## src/sv/call_arc_count_table_unit_macros.svh

```systemverilog
// Assertion macros used by the arc count table top level.
`ifndef CALL_ARC_COUNT_TABLE_UNIT_MACROS_SVH
`define CALL_ARC_COUNT_TABLE_UNIT_MACROS_SVH

// Same-cycle implication, off while reset is high.
`define CATU_ASSERT_IMPLY(label, clk, rst, a, b) \
   label: assert property (@(posedge clk) disable iff (rst) (a) |-> (b)) \
      else $error("arc table assertion failed");

// Next-cycle implication, off while reset is high.
`define CATU_ASSERT_NEXT(label, clk, rst, a, b) \
   label: assert property (@(posedge clk) disable iff (rst) (a) |=> (b)) \
      else $error("arc table assertion failed");

`endif

```

## src/sv/catu_pkg.sv

```systemverilog
// Types, codes and defaults for the call arc count table.
`timescale 1ns / 1ps
package catu_pkg;

   localparam int BUCKETS_DEFAULT = 4096;
   localparam int ARCS_DEFAULT    = 1024;
   localparam int PC_BITS         = 32;
   localparam int IDX_BITS        = 10;

   localparam logic [1:0] OP_RECORD      = 2'd0;
   localparam logic [1:0] OP_READ_ARC    = 2'd1;
   localparam logic [1:0] OP_READ_BUCKET = 2'd2;

   localparam logic [2:0] ST_IGNORED  = 3'd0;
   localparam logic [2:0] ST_RANGE    = 3'd1;
   localparam logic [2:0] ST_NEW      = 3'd2;
   localparam logic [2:0] ST_HEAD_HIT = 3'd3;
   localparam logic [2:0] ST_MOVED    = 3'd4;
   localparam logic [2:0] ST_OVERFLOW = 3'd5;
   localparam logic [2:0] ST_READ     = 3'd6;

   localparam logic [1:0] CSR_ENABLE    = 2'd0;
   localparam logic [1:0] CSR_LOW_PC    = 2'd1;
   localparam logic [1:0] CSR_TEXT_SIZE = 2'd2;
   localparam logic [1:0] CSR_ARC_LIMIT = 2'd3;

   typedef enum logic [3:0] {
      S_CLEAR, S_IDLE, S_DECODE, S_BKT, S_HCHK, S_WALK, S_MOVE,
      S_ALLOC, S_RDBKT, S_RDARC, S_DONE
   } catu_state_type;

   typedef enum logic [3:0] {
      DP_NONE, DP_CLEAR, DP_ACCEPT, DP_BKT_RD_REC, DP_BKT_RD_IDX,
      DP_ARC_RD_IDX, DP_ARC_RD_BKT, DP_ARC_RD_HEAD, DP_HEAD_HIT,
      DP_WALK_STEP, DP_MOVE1, DP_MOVE2, DP_ALLOC, DP_OVERFLOW,
      DP_BLANK, DP_EMIT_READ
   } catu_act_type;

   typedef struct packed {
      logic         req_ready;
      catu_act_type act;
      logic [2:0]   blank_st;
      logic         load_out;
   } catu_cmd_type;

   typedef struct packed {
      logic       clr_done;
      logic       req_valid;
      logic [1:0] op;
      logic       not_en;
      logic       rec_oor;
      logic       arc_oor;
      logic       bkt_oor;
      logic       bkt_zero;
      logic       match;
      logic       next_zero;
      logic       overflow;
      logic       out_free;
   } catu_sts_type;

endpackage

```

## src/sv/catu_ctrl.sv

```systemverilog
// Sequencer for record and read operations.
`timescale 1ns / 1ps
module catu_ctrl (
   input  logic                  clock,
   input  logic                  reset,
   input  catu_pkg::catu_sts_type sts,
   output catu_pkg::catu_cmd_type cmd
);
   import catu_pkg::*;

   catu_state_type state_ff, state_in;

   always_ff @(posedge clock) begin
      if (reset) begin
         state_ff <= S_CLEAR;
      end else begin
         state_ff <= state_in;
      end
   end

   always_comb begin
      state_in     = state_ff;
      cmd          = '0;
      cmd.act      = DP_NONE;
      cmd.blank_st = ST_IGNORED;
      case (state_ff)
         S_CLEAR: begin
            cmd.act = DP_CLEAR;
            if (sts.clr_done) state_in = S_IDLE;
         end
         S_IDLE: begin
            cmd.req_ready = 1'b1;
            cmd.act       = DP_ACCEPT;
            if (sts.req_valid) state_in = S_DECODE;
         end
         S_DECODE: begin
            state_in = S_DONE;
            cmd.act  = DP_BLANK;
            case (sts.op)
               OP_RECORD: begin
                  if (sts.not_en) begin
                     cmd.blank_st = ST_IGNORED;
                  end else if (sts.rec_oor) begin
                     cmd.blank_st = ST_RANGE;
                  end else begin
                     cmd.act  = DP_BKT_RD_REC;
                     state_in = S_BKT;
                  end
               end
               OP_READ_ARC: begin
                  if (sts.arc_oor) begin
                     cmd.blank_st = ST_RANGE;
                  end else begin
                     cmd.act  = DP_ARC_RD_IDX;
                     state_in = S_RDARC;
                  end
               end
               OP_READ_BUCKET: begin
                  if (sts.bkt_oor) begin
                     cmd.blank_st = ST_RANGE;
                  end else begin
                     cmd.act  = DP_BKT_RD_IDX;
                     state_in = S_RDBKT;
                  end
               end
               default: cmd.blank_st = ST_IGNORED;
            endcase
         end
         S_BKT: begin
            cmd.act  = DP_ARC_RD_HEAD;
            state_in = sts.bkt_zero ? S_ALLOC : S_HCHK;
         end
         S_HCHK: begin
            if (sts.match) begin
               cmd.act  = DP_HEAD_HIT;
               state_in = S_DONE;
            end else begin
               cmd.act  = DP_WALK_STEP;
               state_in = sts.next_zero ? S_ALLOC : S_WALK;
            end
         end
         S_WALK: begin
            if (sts.match) begin
               cmd.act  = DP_MOVE1;
               state_in = S_MOVE;
            end else begin
               cmd.act  = DP_WALK_STEP;
               state_in = sts.next_zero ? S_ALLOC : S_WALK;
            end
         end
         S_MOVE: begin
            cmd.act  = DP_MOVE2;
            state_in = S_DONE;
         end
         S_ALLOC: begin
            cmd.act  = sts.overflow ? DP_OVERFLOW : DP_ALLOC;
            state_in = S_DONE;
         end
         S_RDBKT: begin
            state_in = S_DONE;
            if (sts.bkt_zero) begin
               cmd.act      = DP_BLANK;
               cmd.blank_st = ST_READ;
            end else begin
               cmd.act  = DP_ARC_RD_BKT;
               state_in = S_RDARC;
            end
         end
         S_RDARC: begin
            cmd.act  = DP_EMIT_READ;
            state_in = S_DONE;
         end
         S_DONE: begin
            if (sts.out_free) begin
               cmd.load_out = 1'b1;
               state_in     = S_IDLE;
            end
         end
         default: state_in = S_CLEAR;
      endcase
   end

endmodule

```

## config.mk

```make
export PLATFORM = sky130hd
export DESIGN_NAME = catu_ctrl
export DESIGN_NICKNAME = d
export VERILOG_FILES = /design/src/sv/call_arc_count_table_unit_macros.svh /design/src/sv/catu_pkg.sv /design/src/sv/catu_ctrl.sv
export SDC_FILE = /design/constraint.sdc
export NUM_CORES = 1
export LEC_CHECK = 0
export ABC_CLOCK_PERIOD_IN_PS = 1500
export BUFFER_PORTS_ARGS = -buffer_cell sky130_fd_sc_hd__buf_2
export CORE_ASPECT_RATIO = 0.9
export CORE_MARGIN = 1.5
export CORE_UTILIZATION = 43
export DETAILED_ROUTE_END_ITERATION = 8
export PLACE_DENSITY = 0.74
export RECOVER_POWER = 50
export SETUP_SLACK_MARGIN = 0.5
export SLEW_MARGIN = 20
export SYNTH_ARGS = -nofsm -noshare
export SYNTH_HDL_FRONTEND = slang
export SYNTH_SLANG_ARGS = --single-unit
```

## constraint.sdc

```tcl
create_clock -name clock -period 1.5 [get_ports clock]
set_input_delay 0.075 -clock clock [delete_from_list [all_inputs] [get_ports clock]]
set_output_delay 0.075 -clock clock [all_outputs]
set_load 0.03 [all_outputs]
```

==> results of run 1 <==
per-layer routing:
metal | GRT usage, % | vias up | wire (um)
li1 | - | 440 | -
met1 | 36.4 | 467 | 1060
met2 | 65.8 | 58 | 1470
met3 | 7.37 | 8 | 253
met4 | 7.58 | 0 | 40
met5 | 0 | - | 0
kinds of logic after synthesis:
| kind of cell | share of synthesized area [%] |
|---|---|
| AO/OA/AOI/OAI | 32.0 |
| multiplexers | 1.57 |
| flip-flops | 12.5 |
| buffers and inverters | 10.6 |
| AND/OR/NAND/NOR | 35.5 |
| adder cells (fa/ha/maj) | 7.84 |
power groups by stage:
stage	Sequential (mW)	Combinational, mW	Clock, mW
5_1_grt	0.174	1.57	0.165
2_1_floorplan	0.146	0.945	0
6_report	0.172	1.50	0.160
3_3_place_gp	0.161	1.14	0
4_1_cts	0.167	1.42	0.149
3_5_place_dp	0.164	1.18	0
cell usage after synthesis, drive strengths merged:
master	count	area, sq um
mux2i	1	10.0
or2	1	6.26
nor2	9	33.8
nand3	1	5.00
and4	1	8.76
o22ai	2	12.5
a21oi	5	25.0
nor2b	2	12.5
nand2b	3	18.8
or4b	1	13.8
a211o	1	8.76
nor3b	1	7.51
o21ai	8	40.0
nor3	6	30.0
nand4b	1	8.76
buf	6	37.5
clkbuf	3	11.3
nor4	1	6.26
o41ai	1	16.3
or3b	2	17.5
dfxtp	4	80.1
nand3b	3	22.5
a22o	1	8.76
nand2	7	26.3
a211oi	5	42.5
nor4b	1	8.76
a22oi	2	15.0
a21boi	1	7.51
a2111oi	1	8.76
a31oi	3	18.8
ha	4	50.1
inv	5	18.8
area by class of cell:
cell class | count | area, sq um | area share, %
inverter | 5 | 18.8 | 1.61
sequential | 4 | 85.1 | 7.29
tap | 14 | 17.5 | 1.50
clock buffer | 3 | 22.5 | 1.93
multi-input combinational | 75 | 614 | 52.6
timing repair buffer | 55 | 409 | 35.0
cell usage in the layout, fill, tap and decap left out, types with 2 or more instances in the layout:
cell | synthesis | final
buf_4 | 1 | 30
buf_2 | 3 | 15
buf_6 | 1 | 8
nor2_1 | 9 | 7
nand2_1 | 7 | 6
o21ai_0 | 8 | 5
nor3_1 | 6 | 5
a211oi_2 | 1 | 4
ha_1 | 4 | 4
dfxtp_2 | 0 | 4
inv_1 | 5 | 3
a31oi_1 | 3 | 3
nand3b_1 | 3 | 3
a21oi_1 | 5 | 3
clkbuf_4 | 0 | 3
nand2b_4 | 0 | 2
o21ai_1 | 0 | 2
inv_2 | 0 | 2
a21oi_4 | 0 | 2
nor2b_1 | 2 | 2
or3b_2 | 2 | 2
through the flow:
step | cells | hold WS [ns]
2_1_floorplan | 93 | 0.144
3_3_place_gp | 140 | 0.318
3_5_place_dp | 140 | 0.332
4_1_cts | 153 | 0.0631
5_1_grt | 156 | 0.0568
6_report | 156 | 0.0531
path summary, 6_finish.rpt:
check,end,slack (ns),cells past startpoint
worst max-delay path,cmd[5],-0.27,5
worst min-delay path,state_ff[2],0.05,2
worst max register to register,state_ff[1],-0.20,7
worst min register to register,state_ff[2],0.66,3
what timing repair did:
action                     CTS  global route
gates cloned                 0             0
resized for setup           23             6
setup endpoints to repair   13            13
buffers inserted            10             3
hold endpoints to repair     0             0
pin swaps                    6             2
==> qor.yml, run 1 <==
grt:
  antenna_found_initial: 0
  grt_usage_pct: 33.4
  grt_pass1_vias: 945
  grt_max_degree: 15
  grt_pass1_wl_um: 4100
  overflow: 0
timing:
  rsz0062_at_grt: "true"
  drv_slew: 0
  period_needed_ns: 1.77
  fmaxAchievable_ghz: 0.563
  setup-tns-final_ns: -1.34
  worst_slew_pin_slew_ns: 0.431
  fin_crit_sh_pct: 118
  slew-limit-headroom_pct: 70.5
  setup_viol_count_final: 8
  hold_viol: 0
  fin_skew_ns: 0.0102
  timing.final.ws_setup_ns: -0.275
synthesis:
  synth_cells: 93
  yosys_warnings: 0
  ys_types: 36
  syn_avg_cell_area_sq_um: 6.86
  syn-num-nets: 112
  syn-cell-area_sq_um: 638
  ys_ff_latch: 4
  yosysSeqAreaShare_pct: 12.5
finish:
  fin_util_pct: 89.4
  top_regs: "state_ff (4)"
  nets: 163
  largest_reg_flops: 4
  drive_gt1_share_pct: 62.0
  top_register: "state_ff"
  antennaDiodeCount: 0
  fillers: 62
  stdcell_area_sq_um: 1170
  area_delta_synth_final_pct: 82.9
power_and_ir_drop:
  p_total_mw: 1.83
  p_sw_share_pct: 48.9
  p_sw_uw: 897
  power_density_nw_per_um2: 1570
  clockPowerShare_pct: 8.7
  leakagePower_nw: 0.515
  power_frac_seq_pct: 9.4
  ir_drop_uv: 1310
  combPwrFrac_pct: 81.9
  power.internal_uw: 936
outcome:
  failed_checks: "setup timing"
  status: "finished with violations"
floorplanning:
  dieArea_sq_um: 1720
  dieWidth_um: 43.6
  initial_utilization_pct: 48.9
  boundaryPins: 24
  core_area_sq_um: 1310
  rows: 12
  die_y_um: 39.5
routing:
  first_pass_iters: 4
  drc: 0
  routed_wl_um: 2820
  vias: 973
  avgRoutedWirePerCell_um: 18.1
  drt_iter0_drc: 43
  drtAntennaViolNets: 0
  avgViaCountPerCell: 6.24
setup_path:
  crit_buf_inv: 1
  cpPeakStageDelay_ns: 0.58
  path_cells: "or4b_4, a21oi_4, a211oi_2, o22ai_2, buf_6"
  crit_start: "state_ff[2]"
  regToRegStartpoint: "state_ff[2]"
  path_class: "reg -> out"
  critPathSlowestCell: "or4b_4"
  crit_family: "simple AND/OR/NAND/NOR gates"
  startpoint_type: "flop"
  required_ns: 1.42
  worst-path-max-fanout: 4
  crit_path_end_kind: "primary output"
  cp.arrival_ns: 1.70
clock_tree:
  htreeDepth: 1
  clockBufferDepth: 2
  clock_latency_ns: 0.26
  cts_tree: "built"
  cts_inserted_buffers: 3
  cts.sinks: 4
  holdBufCountCts: 0
  path_clk_slew_ns: 0.05
  cts-root-buf: "clkbuf_4"
hold_path:
  hold_start: "reset"
  min_path_type: "in -> reg"
job:
  cap_violations: 0
placed_design:
  placed_cell_area_sq_um: 958
  dpl_worst_slack_ns: -0.110
  place.gp.congestion: 0.846
  dp_hpwl_um: 1730
  port_buffers: 23
Power figures use the tool's default switching activity.
==> run 2, diff against run 1 <==
--- a/config.mk
+++ b/config.mk
@@ -7,13 +7,13 @@
 export LEC_CHECK = 0
 export ABC_CLOCK_PERIOD_IN_PS = 1500
 export BUFFER_PORTS_ARGS = -buffer_cell sky130_fd_sc_hd__buf_2
-export CORE_ASPECT_RATIO = 0.9
 export CORE_MARGIN = 1.5
 export CORE_UTILIZATION = 43
 export DETAILED_ROUTE_END_ITERATION = 8
 export PLACE_DENSITY = 0.74
 export RECOVER_POWER = 50
 export SETUP_SLACK_MARGIN = 0.5
+export SKIP_CTS_REPAIR_TIMING = 1
 export SLEW_MARGIN = 20
 export SYNTH_ARGS = -nofsm -noshare
 export SYNTH_HDL_FRONTEND = slang
==> run 2 against run 1 <==
Compared with the run above:
- the run still ends with setup timing left
- first-iteration DRC count is 14% lower
- critical path depth stayed put
- sequential share of layout area is 0.29 points higher
- clock power is 15% lower
- sequential cell count stayed put
- combinational power is 5% lower
- cell count is 1.9% lower
- utilization is 4.9 points lower
- count of clock-buffer cells in the layout stayed put
- power is 4.4% lower
- non-clock buffer count is 4 lower
- critical path type unchanged
- critical endpoint unchanged
- largest power group unchanged
==> qor.yml, run 2 (synthesis gave the netlist of run 1 again) <==
power_and_ir_drop:
  ir_drop_uv: 1320
  leakagePower_nw: 0.488
  p_sw_uw: 847
  p_total_mw: 1.75
  power_density_nw_per_um2: 1540
  clockPowerShare_pct: 7.8
  combPwrFrac_pct: 81.7
  power.internal_uw: 906
  power_frac_seq_pct: 10.5
  p_sw_share_pct: 48.3
grt:
  grt.met3_usage_pct: 3.04
  grt_pass1_vias: 842
  overflow: 0
  grt_pass1_wl_um: 3590
  grt_max_degree: 12
  met2_usage_pct: 46.6
  antenna_found_initial: 0
  grt_use_met1_pct: 31.8
  grt_usage_pct: 26.0
  busiest_layer: "met2"
clock_tree:
  clock_latency_ns: 0.24
  path_clk_slew_ns: 0.04
  cts-root-buf: "clkbuf_4"
  htreeDepth: 1
  clockBufferDepth: 2
  cts_tree: "built"
  cts_inserted_buffers: 3
  cts.sinks: 4
floorplanning:
  initial_utilization_pct: 47.3
  core_area_sq_um: 1350
  die_y_um: 41.5
  dieArea_sq_um: 1720
  rows: 13
  dieWidth_um: 41.5
  boundaryPins: 24
finish:
  area_delta_synth_final_pct: 78.6
  mostFrequentLayoutCell: "buf_4"
  largest_reg_flops: 4
  top_regs: "state_ff (4)"
  drive_gt1_share_pct: 62.3
  nets: 159
  fillers: 90
  top_register: "state_ff"
  final_cell_mix: "27 x buf_4, 15 x buf_2, 6 x nor2_1, 6 x nand2_1, 6 x buf_6"
  antennaDiodeCount: 0
timing:
  rsz0062_at_grt: "true"
  setup_viol_count_final: 7
  worst_slew_pin_slew_ns: 0.406
  period_needed_ns: 1.74
  hold_viol: 0
  fmaxAchievable_ghz: 0.575
  fin_skew_ns: 0.00749
  setup-tns-final_ns: -0.836
  fin_crit_sh_pct: 116
  slew-limit-headroom_pct: 72.3
  drv_slew: 0
  timing.final.ws_setup_ns: -0.239
routing:
  first_pass_iters: 4
  drtAntennaViolNets: 0
  drc: 0
  routed_wl_um: 2460
  avgRoutedWirePerCell_um: 16.1
  vias: 911
  avgViaCountPerCell: 5.95
  drt_iter0_drc: 37
outcome:
  status: "finished with violations"
  failed_checks: "setup timing"
setup_path:
  path_cells: "or4b_4, a21oi_4, a211oi_2, o22ai_2, buf_6"
  required_ns: 1.42
  critPathSlowestCell: "or4b_4"
  worst-path-max-fanout: 5
  startpoint_type: "flop"
  path_class: "reg -> out"
  cp.arrival_ns: 1.66
  cpPeakStageDelay_ns: 0.53
  crit_path_end_kind: "primary output"
hold_path:
  min_path_type: "in -> reg"
placed_design:
  place.gp.congestion: 0.903
  dp_hpwl_um: 1710
  port_buffers: 23
job:
  cap_violations: 0
==> run 2: cell types whose count changed in the layout (fill, tap and decap cells not counted), sizes merged <==
cell,change
buf,-5
clkbuf,+1
==> run 2: layout make-up <==
type	instances	area (sq um)	share of cell area, %
Multi-Input combinational cell	75	621	54.4
Timing Repair Buffer	51	373	32.7
Sequential cell	4	86.3	7.57
Clock buffer	3	22.5	1.98
Inverter	5	18.8	1.65
Tap cell	15	18.8	1.65
==> run 2: metal layers <==
layer | share of wire, % | vias to the layer above
li1 | - | 436
met1 | 38 | 410
met2 | 52 | 57
met3 | 8.0 | 8
met4 | 2.0 | 0
met5 | 0 | -
==> run 2: final timing paths <==
check	from	end	slack [ns]	cells after the start
max	state_ff[0]	cmd[5]	-0.24	5
min	reset	state_ff[3]	0.07	2
max reg2reg	state_ff[0]	state_ff[0]	-0.14	5
min reg2reg	state_ff[3]	state_ff[2]	0.77	3
==> run 2: critical path, delay by kind of cell (launching register included) <==
kind / cells / cell delay (ns)
and+or+nand+nor: 1 / 0.53
AOI/OAI and AO/OA: 3 / 0.37
DFF: 1 / 0.36
buffers and inverters: 1 / 0.15
==> run 2: per-stage QoR <==
step | hold slack (ns) | setup WS (ns) | std cells | cell area (sq um) | utilization, %
6_report | 0.0716 | -0.239 | 153 | 1140 | 84.4
3_3_place_gp | 0.328 | -0.0547 | 146 | 997 | 73.9
3_5_place_dp | 0.317 | -0.162 | 146 | 997 | 73.9
4_1_cts | 0.0685 | -0.342 | 149 | 1020 | 75.5
2_1_floorplan | 0.144 | -0.108 | 93 | 787 | -
5_1_grt | 0.0641 | -0.277 | 153 | 1140 | 84.4
==> run 2: power by group through the flow <==
stage                     registers, mW  clock network, mW  logic (mW)
final                             0.184              0.136        1.43
after detailed placement          0.170                  0        1.17
after CTS                         0.169              0.138        1.18
after global routing              0.185              0.149        1.51
after floorplan                   0.146                  0       0.945
after global placement            0.166                  0        1.15
==> run 3, diff against run 2 <==
--- a/config.mk
+++ b/config.mk
@@ -12,6 +12,7 @@
 export DETAILED_ROUTE_END_ITERATION = 8
 export PLACE_DENSITY = 0.74
 export RECOVER_POWER = 50
+export REMOVE_ABC_BUFFERS = 1
 export SETUP_SLACK_MARGIN = 0.5
 export SKIP_CTS_REPAIR_TIMING = 1
 export SLEW_MARGIN = 20
==> run 3 against run 2 <==
Compared with the run above:
- die area unchanged
- critical path type unchanged
- utilization fell by 2.9 points
- cell count is 0.65% higher
- non-clock buffer count up 1
- worst hold slack better by 0.019 ns
- sequential power about the same
- clock skew fell by 0.0067 ns
- the flow still finishes with violations (setup timing)
- clock power grew 8%
- routed wire length is 18% higher
- register-to-register slack hardly changed
- critical path depth unchanged
==> qor.yml, run 3 (synthesis gave the netlist of run 1 again) <==
outcome:
  status: "finished with violations"
  failed_checks: "setup timing"
finish:
  stdcell_area_sq_um: 1100
  drive_gt1_share_pct: 54.0
  top_regs: "state_ff (4)"
  largest_reg_flops: 4
  fillers: 98
  fin_util_pct: 81.6
  final_cell_mix: "29 x buf_4, 15 x buf_2, 7 x nand2_1, 7 x o21ai_0, 6 x nor3_1"
  area_delta_synth_final_pct: 72.5
  register_area_sq_um: 86.3
  nets: 160
  antennaDiodeCount: 0
  multi_input_area_sq_um: 563
  mostFrequentLayoutCell: "buf_4"
  top_register: "state_ff"
timing:
  rsz0062_at_grt: "true"
  drv_slew: 0
  fmaxAchievable_ghz: 0.562
  worst_slew_pin_slew_ns: 0.458
  slew-limit-headroom_pct: 69.2
  fin_crit_sh_pct: 119
  holdWs_ns: 0.0905
  fin_skew_ns: 0.000757
  hold_viol: 0
  timing.final.ws_setup_ns: -0.279
  period_needed_ns: 1.78
  setup_viol_count_final: 10
  setup-tns-final_ns: -1.39
setup_path:
  startpoint_type: "flop"
  worst-path-max-fanout: 3
  crit_path_end_kind: "primary output"
  cp.arrival_ns: 1.70
  required_ns: 1.42
  r2r_slack_ns: -0.14
  path_class: "reg -> out"
clock_tree:
  clockBufferDepth: 2
  cts_inserted_buffers: 3
  cts.sinks: 4
  cts_tree: "built"
  path_clk_slew_ns: 0.04
  cts-root-buf: "clkbuf_4"
  htreeDepth: 1
  clock_latency_ns: 0.24
floorplanning:
  dieWidth_um: 41.5
  rows: 13
  boundaryPins: 24
  initial_utilization_pct: 47.3
  dieArea_sq_um: 1720
  die_y_um: 41.5
  core_area_sq_um: 1350
power_and_ir_drop:
  leakagePower_nw: 0.488
  power_density_nw_per_um2: 1520
  p_total_mw: 1.67
  ir_drop_uv: 901
job:
  cap_violations: 0
placed_design:
  placed_cell_area_sq_um: 866
  place.gp.congestion: 0.840
  port_buffers: 23
  dp_hpwl_um: 1470
routing:
  first_pass_iters: 4
  vias: 998
  avgViaCountPerCell: 6.48
  drtAntennaViolNets: 0
  routed_wl_um: 2890
  drc: 0
  drt_iter0_drc: 52
  avgRoutedWirePerCell_um: 18.8
grt:
  grt_pass1_wl_um: 3350
  grt_max_degree: 19
  grt_use_met1_pct: 31.0
  grt_pass1_vias: 816
  grt.met3_usage_pct: 2.61
  antenna_found_initial: 0
  grt_usage_pct: 23.9
  met2_usage_pct: 40.3
  busiest_layer: "met2"
  overflow: 0
hold_path:
  min_path_type: "in -> reg"
==> run 3: path summary, 6_finish.rpt <==
| kind | start | to | cells after the start |
|---|---|---|---|
| setup reg to reg | state_ff[2] | state_ff[0] | 4 |
| hold reg to reg | state_ff[3] | state_ff[2] | 2 |
| setup / recovery | state_ff[2] | cmd[5] | 5 |
| hold / removal | reset | state_ff[3] | 2 |
==> run 3: layout make-up <==
type | instances | share of cell area [%]
Multi-Input combinational cell | 75 | 51.1
Timing Repair Buffer | 52 | 35.6
Tap cell | 15 | 1.70
Inverter | 5 | 1.70
Clock buffer | 3 | 2.05
Sequential cell | 4 | 7.84
==> run 3: report_power, final <==
| group | switching, mW | internal (mW) | leakage (nW) |
|---|---|---|---|
| clock network | 0.0568 | 0.0904 | 0.0138 |
| logic | 0.737 | 0.603 | 0.440 |
| registers | 0.0387 | 0.146 | 0.0342 |
| total | 0.833 | 0.839 | 0.488 |
==> run 3: metal layers <==
layer	vias to the layer above	wire (um)	part of all wire [%]
met2	85	1390	48
met1	454	1100	38
met3	22	234	8.1
met5	-	0	0
li1	437	-	-
met4	0	174	6.0
==> run 3: stage by stage <==
| stage | worst slack (ns) | std cells |
|---|---|---|
| 2_1_floorplan | -0.961 | 84 |
| 3_3_place_gp | -0.0719 | 141 |
| 3_5_place_dp | -0.147 | 141 |
| 4_1_cts | -0.373 | 144 |
| 5_1_grt | -0.293 | 154 |
| 6_report | -0.279 | 154 |
==> run 3: worst max-delay path: stages (launching register included) <==
cell and delay [ns]:
dfxtp_2 0.32, or4b_4 0.57, a21oi_4 0.16, a211oi_2 0.05, o22ai_1 0.17, buf_4 0.18
